$ cat config.mk
export PLATFORM = sky130hd
export DESIGN_NAME = slac_way_sel
export DESIGN_NICKNAME = d
export VERILOG_FILES = /design/src/rtl/slac_pkg.sv /design/src/rtl/slac_way_sel.sv
export SDC_FILE = /design/constraint.sdc
export NUM_CORES = 1
export LEC_CHECK = 0
export BUFFER_PORTS_ARGS = -buffer_cell sky130_fd_sc_hd__buf_2
export CAP_MARGIN = 20
export CORE_AREA = 2 2 336 338
export DETAILED_ROUTE_END_ITERATION = 16
export DIE_AREA = 0 0 338 340
export PLACE_DENSITY = 0.4
export SYNTH_ARGS = -nofsm -noshare
export SYNTH_HDL_FRONTEND = slang
export SYNTH_SLANG_ARGS = --single-unit
$ cat constraint.sdc
create_clock -name vclk -period 23.6
set_input_delay 2.36 -clock vclk [all_inputs]
set_output_delay 2.36 -clock vclk [all_outputs]
set_load 0.01 [all_outputs]
$ cat src/rtl/slac_pkg.sv
`timescale 1ns / 1ps
// Shared types, codes and helpers for the set-associative LRU cache model.
// No dependencies; imported by the way selector, the top level, the checker and the testbench.
package slac_pkg;

	localparam int CFG_IDX_W  = 2;
	localparam int CFG_DATA_W = 6;
	localparam int CNT_W      = 6;

	localparam logic [CFG_IDX_W-1:0] CFG_SET_BITS   = 2'd0;
	localparam logic [CFG_IDX_W-1:0] CFG_WAYS       = 2'd1;
	localparam logic [CFG_IDX_W-1:0] CFG_BLOCK_BITS = 2'd2;

	localparam logic [1:0] MODE_IGNORE = 2'd0;
	localparam logic [1:0] MODE_LOAD   = 2'd1;
	localparam logic [1:0] MODE_STORE  = 2'd2;
	localparam logic [1:0] MODE_MODIFY = 2'd3;

	typedef struct packed {
		logic        valid;
		logic [63:0] tag;
		logic [31:0] stamp;
	} way_t;

	typedef struct packed {
		logic hit;
		logic full;
	} sel_t;

	function automatic logic [31:0] sat_inc(input logic [31:0] v, input logic en);
		logic [31:0] r;
		r = v;
		if (en && v != 32'hFFFF_FFFF) begin
			r = v + 32'd1;
		end
		return r;
	endfunction

endpackage

$ cat src/rtl/slac_way_sel.sv
`timescale 1ns / 1ps
// Tag compare and replacement choice over one set row.
// Depends on slac_pkg.
module slac_way_sel #(
	parameter int MAX_WAYS = 8
) (
	input  slac_pkg::way_t [MAX_WAYS-1:0]           row,
	input  logic [MAX_WAYS-1:0]                     in_use,
	input  logic [63:0]                             tag,
	output slac_pkg::sel_t                          status,
	output logic [(MAX_WAYS > 1 ? $clog2(MAX_WAYS) : 1)-1:0] hit_way,
	output logic [(MAX_WAYS > 1 ? $clog2(MAX_WAYS) : 1)-1:0] victim
);
	import slac_pkg::*;

	localparam int WAY_W = MAX_WAYS > 1 ? $clog2(MAX_WAYS) : 1;

	logic [MAX_WAYS-1:0] match;
	logic [MAX_WAYS-1:0] free;
	logic [WAY_W-1:0]    first_free;
	logic [WAY_W-1:0]    oldest;
	logic [31:0]         oldest_stamp;

	always_comb begin
		for (int w = 0; w < MAX_WAYS; w++) begin
			match[w] = in_use[w] & row[w].valid & (row[w].tag == tag);
			free[w]  = in_use[w] & ~row[w].valid;
		end
	end

	// Lowest index wins for both the hit and the free way.
	always_comb begin
		hit_way    = '0;
		first_free = '0;
		for (int w = MAX_WAYS - 1; w >= 0; w--) begin
			if (match[w]) begin
				hit_way = WAY_W'(w);
			end
			if (free[w]) begin
				first_free = WAY_W'(w);
			end
		end
	end

	// Strict compare keeps the first way among equal stamps.
	always_comb begin
		oldest       = '0;
		oldest_stamp = row[0].stamp;
		for (int w = 1; w < MAX_WAYS; w++) begin
			if (in_use[w] && row[w].stamp < oldest_stamp) begin
				oldest       = WAY_W'(w);
				oldest_stamp = row[w].stamp;
			end
		end
	end

	assign status.hit  = |match;
	assign status.full = ~(|free);
	assign victim      = (|free) ? first_free : oldest;
endmodule

==> run_results.csv, run 1 <==
group,metric,value,unit
layout,most-common-layout-cells,"buf_2, inv_1, ha_1",
run,maxCapViolations,0,
placed_design,gp_congestion,0.925,
layout,fin_nets,3886,
floorplanning,ios,856,
sta,hold_viol,0,
layout,clock_buffers,0,
sta,relSlewSlack,0.144,
floorplanning,die_y,340,um
detailed_routing,drtPass1Iterations,5,
hold_path,holdPathEnd,"hit_way[0]",
power_and_ir_drop,ir_worst_vdd,0.0172,mV
global_route,grt_max_degree,44,
layout,post-route-cell-area,20800,um^2
detailed_routing,num_vias,19300,
placed_design,dp_hpwl,119000,um
setup_path,critPathKind,"input port to output port",
detailed_routing,ant_nets,0,
global_route,gr-usage-all-layers,0.217,
setup_path,crit_slowest_cell,"o31a_2",
sta,worst_slew_pin_slew,1.28,ns
layout,flops_and_latches,0,
setup_path,cp.arrival,19.88,ns
detailed_routing,drc_errors,0,
sta,setup_viol,0,
power_and_ir_drop,fin_total_pwr,672,uW
power_and_ir_drop,power.leakage,10.3,nW
setup_path,critical_path_buf_inv_count,11,
setup_path,cp_slowest_stage_delay,0.46,ns
setup_path,cp-start-kind,"input port",
clock_tree,cts_hold_buf,0,
sta,finalCritPeriodShare,0.942,
layout,area_growth,46.5,%
yosys,synth.yosys.seq_area_share,0,
floorplanning,core-area,112000,um^2
global_route,antenna_found_initial,116,
hold_path,hold_depth,6,
yosys,syn_area_per_cell,7.07,um^2
detailed_routing,routed_wl,131000,um
yosys,netlist_area,14200,um^2
floorplanning,start_util,0.127,
layout,layout-drive-gt1-share,0.354,
layout,final_common_cell,"buf_2",
yosys,syn_nets,3064,
hold_path,min_from,"row[41]",
floorplanning,row_count,123,
run_status,status,"finished clean",
placed_design,io_buffers,856,
layout,regArea,0,um^2
sta,timing.fmax,45.0,MHz
global_route,gr-total-overflow,0,
placed_design,place_area,20300,um^2
detailed_routing,drt_iter0_drc,1074,
yosys,ys_types,82,
sta,slew_viol_final,0,
yosys,syn_inst,2007,
layout,post-route-util,0.186,
setup_path,critPathMaxFanout,34,
detailed_routing,post_drt_via_cell_ratio,4.42,
global_route,grt_pass1_vias,19600,
hold_path,hp-class,"input port to output port",
setup_path,critPathCaptureType,"output port",
setup_path,required,21.24,ns
sta,finalCriticalPeriod,22.24,ns
global_route,grt_pass1_wl,168000,um
power_and_ir_drop,p_per_area,32.3,nW/um^2
floorplanning,fp.dieArea,115000,um^2
setup_path,cp_top_family,"compound AO/OA/AOI/OAI gates",
detailed_routing,wl_per_cell,30.0,um
floorplanning,die_x,338,um
yosys,synth_warnings,0,
metal layers:
metal / part of all wire / vias up / global-route usage
met3: 0.065 / 343 / 0.0437
met4: 0.073 / 42 / 0.121
met5: 0.0022 / - / 0
li1: - / 8924 / -
met1: 0.35 / 9032 / 0.220
met2: 0.51 / 970 / 0.411
cells by family (layout without fill, tap and decap cells):
logic type	count (synthesis)	in the layout	share of synthesized area
adder cells (fa/ha/maj)	213	213	0.187
AND/OR/NAND/NOR	511	512	0.193
buffers and inverters	350	1169	0.0956
other	0	43	0
AO/OA/AOI/OAI	466	466	0.218
multiplexers	92	92	0.0750
XOR/XNOR	375	375	0.231
worst max-delay path by stage:
| stage | startpoint | endpoint | slack (ns) | cells after the start |
|---|---|---|---|---|
| finish | row[13] | victim[0] | 1.36 | 96 |
| global route | row[13] | victim[0] | -0.05 | 99 |
| CTS | row[2] | victim[0] | 0.04 | 95 |
| detailed placement | row[2] | victim[0] | -0.20 | 97 |
| global placement | row[2] | victim[0] | 0.15 | 97 |
| floorplan | row[6] | victim[0] | 0.73 | 101 |
timing repair:
action	4_1_cts	5_1_grt
pin swaps	0	13
setup buffers	0	17
gates cloned	0	1
setup endpoints to repair	3	3
gates resized for setup	7	45
power by group:
part | switching (mW) | internal, mW
clock | 0 | 0.000000247
combinational | 0.388 | 0.283
sequential | 0 | 0
final cells by class:
| cell class | instances | area, um^2 |
|---|---|---|
| antenna | 43 | 108 |
| fill | 13100 | 90800 |
| inverter | 255 | 957 |
| multi-input combinational | 1658 | 13100 |
| tap | 1500 | 1880 |
| timing repair buffer | 914 | 4780 |
synthesized netlist by cell type, types with 26 or more instances:
master | n | area [um^2]
nand4_1 | 108 | 676
mux2i_1 | 61 | 611
a21oi_1 | 132 | 661
nand2b_1 | 27 | 169
xor2_1 | 195 | 1710
nand3_1 | 27 | 135
nor4_1 | 68 | 425
xnor2_1 | 180 | 1580
nor2_1 | 104 | 390
a221oi_1 | 32 | 280
clkbuf_1 | 78 | 293
mux2_4 | 28 | 420
a21o_1 | 37 | 278
o21ai_0 | 82 | 410
inv_1 | 254 | 953
nor3_1 | 26 | 130
nor2b_1 | 31 | 194
nand2_1 | 78 | 293
o22ai_1 | 48 | 300
ha_1 | 209 | 2620
per-stage QoR:
stage                     setup slack [ns]  setup TNS (ns)  cells  hold slack, ns
after floorplan                      0.729               0   2007            4.96
after global placement               0.155               0   4309            5.32
after detailed placement            -0.202          -0.202   4309            5.30
after CTS                           0.0387               0   4309            5.31
after global routing               -0.0506         -0.0506   4352            5.36
final                                 1.36               0   4370            5.33
Note: power is estimated with default switching activity, not from simulation.
==> inputs of run 2 (changes only) <==
--- a/config.mk
+++ b/config.mk
@@ -10,7 +10,6 @@
 export CORE_AREA = 2 2 336 338
 export DETAILED_ROUTE_END_ITERATION = 16
 export DIE_AREA = 0 0 338 340
-export PLACE_DENSITY = 0.4
 export SYNTH_ARGS = -nofsm -noshare
 export SYNTH_HDL_FRONTEND = slang
 export SYNTH_SLANG_ARGS = --single-unit
==> run 2 against run 1 <==
Cell area decreased by 0.14%. Wire length is 5.2% higher. Cell count fell by 0.23%. Largest power group unchanged. Worst hold slack better by 0.062 ns. Core utilization about the same. Critical endpoint unchanged. Maximum frequency down 0.57%. Largest cell class unchanged. Global-route usage is 1.1 points higher. First-iteration DRC count grew 58%. Sequential share of layout area unchanged.
==> run_results.csv, run 2 (same netlist as run 1, synthesis figures left out) <==
group,metric,value,unit
run_status,status,"finished clean",
detailed_routing,post_drt_via_cell_ratio,4.57,
sta,hold_ws,5.39,ns
layout,final_common_cell,"buf_2",
sta,finalCriticalPeriod,22.37,ns
detailed_routing,ant_nets,0,
global_route,grt_max_degree,39,
power_and_ir_drop,power_frac_seq,0,
floorplanning,core-area,112000,um^2
power_and_ir_drop,pwr-share-clk,0,
sta,setup_viol,0,
layout,nFillCells,12900,
sta,hold_viol,0,
placed_design,pre_cts_ws,-0.178,ns
setup_path,crit_slowest_cell,"nor4bb_4",
power_and_ir_drop,ir_worst_vdd,0.0165,mV
setup_path,cp_slowest_stage_delay,0.44,ns
layout,fin_nets,3877,
power_and_ir_drop,combPwrFrac,1.000,
global_route,grt_pass1_wl,176000,um
detailed_routing,drt_iter0_drc,1694,
power_and_ir_drop,swShare,0.587,
power_and_ir_drop,power.switching,400,uW
setup_path,cpMostUsedCell,"o21ai_0",
detailed_routing,routed_wl,138000,um
layout,area_growth,46.3,%
sta,timing.fmax,44.7,MHz
floorplanning,row_count,123,
global_route,grt_pass1_vias,19800,
placed_design,gp_congestion,0.972,
hold_path,hold_depth,5,
placed_design,dp_hpwl,123000,um
setup_path,cp-start-kind,"input port",
setup_path,cp.arrival,20.01,ns
sta,finalCritPeriodShare,0.948,
layout,post-route-cell-area,20800,um^2
sta,worst_slew_pin_slew,1.07,ns
layout,most-common-layout-cells,"buf_2, inv_1, ha_1",
detailed_routing,drc_errors,0,
setup_path,cp_top_family,"compound AO/OA/AOI/OAI gates",
power_and_ir_drop,power.leakage,10.2,nW
setup_path,critPathKind,"input port to output port",
sta,slew_viol_final,0,
hold_path,min_from,"row[582]",
layout,regArea,0,um^2
floorplanning,die_x,338,um
layout,layout-drive-gt1-share,0.351,
setup_path,required,21.24,ns
power_and_ir_drop,p_per_area,32.8,nW/um^2
setup_path,critical_path_buf_inv_count,11,
detailed_routing,highest_layer,"met5",
detailed_routing,num_vias,19900,
detailed_routing,drtPass1Iterations,7,
floorplanning,start_util,0.127,
layout,clock_buffers,0,
hold_path,hp-class,"input port to output port",
layout,flops_and_latches,0,
detailed_routing,wl_per_cell,31.6,um
detailed_routing,met1Wirelength,46500,um
layout,post-route-util,0.186,
layout,multiInputGateArea,13100,um^2
sta,relSlewSlack,0.278,
power_and_ir_drop,p_int,281,uW
floorplanning,die_y,340,um
floorplanning,fp.dieArea,115000,um^2
setup_path,critPathCaptureType,"output port",
hold_path,holdPathEnd,"victim[0]",
placed_design,io_buffers,856,
power_and_ir_drop,fin_total_pwr,681,uW
global_route,gr-usage-all-layers,0.228,
detailed_routing,wl_met3,10900,um
sta,setup_slack,1.23,ns
detailed_routing,dr_wl_met2,71500,um
run,maxCapViolations,0,
global_route,antenna_found_initial,115,
floorplanning,ios,856,
global_route,gr-total-overflow,0,
setup_path,critPathMaxFanout,25,
placed_design,place_area,20300,um^2
run 2: cell type report:
cell class | count | area share
Multi-Input combinational cell | 1657 | 0.630
Inverter | 255 | 0.0461
Tap cell | 1500 | 0.0904
Timing Repair Buffer | 906 | 0.228
Antenna cell | 42 | 0.00506
run 2: per-stage QoR:
stage | cells | setup TNS (ns)
after global placement | 4305 | 0
after detailed placement | 4306 | -0.178
after CTS | 4306 | 0
after floorplan | 2007 | 0
after global routing | 4343 | -0.0403
final | 4360 | 0
run 2: metal layers:
layer / GRT usage / up-vias
met5: 0 / -
met4: 0.111 / 28
met3: 0.0510 / 405
met2: 0.434 / 1277
met1: 0.232 / 9323
li1: - / 8908
run 2: how the worst max path moves through the flow:
stage                     slack (ns)  startpoint  cells after the start   endpoint
after floorplan                 0.73      row[6]                    101  victim[0]
after global placement          0.09      row[6]                     95  victim[0]
after detailed placement       -0.18      row[2]                     94  victim[0]
after CTS                       0.01      row[2]                     94  victim[0]
after global routing           -0.04     row[13]                    101  victim[0]
final                           1.23     row[13]                     97  victim[0]
run 2: power by group through the flow:
stage          combinational [mW]  sequential, mW    clock, mW
6_report                    0.681               0  0.000000165
5_1_grt                     0.744               0  0.000000143
4_1_cts                     0.663               0            0
3_5_place_dp                0.658               0            0
3_3_place_gp                0.657               0            0
2_1_floorplan               0.386               0            0
run 2: what timing repair did:
| item | CTS | global route |
|---|---|---|
| setup endpoints to repair | 1 | 3 |
| cloned | 0 | 1 |
| pin swaps | 0 | 9 |
| buffers inserted | 0 | 9 |
| resized for setup | 3 | 54 |
| hold buffers | 0 | 0 |
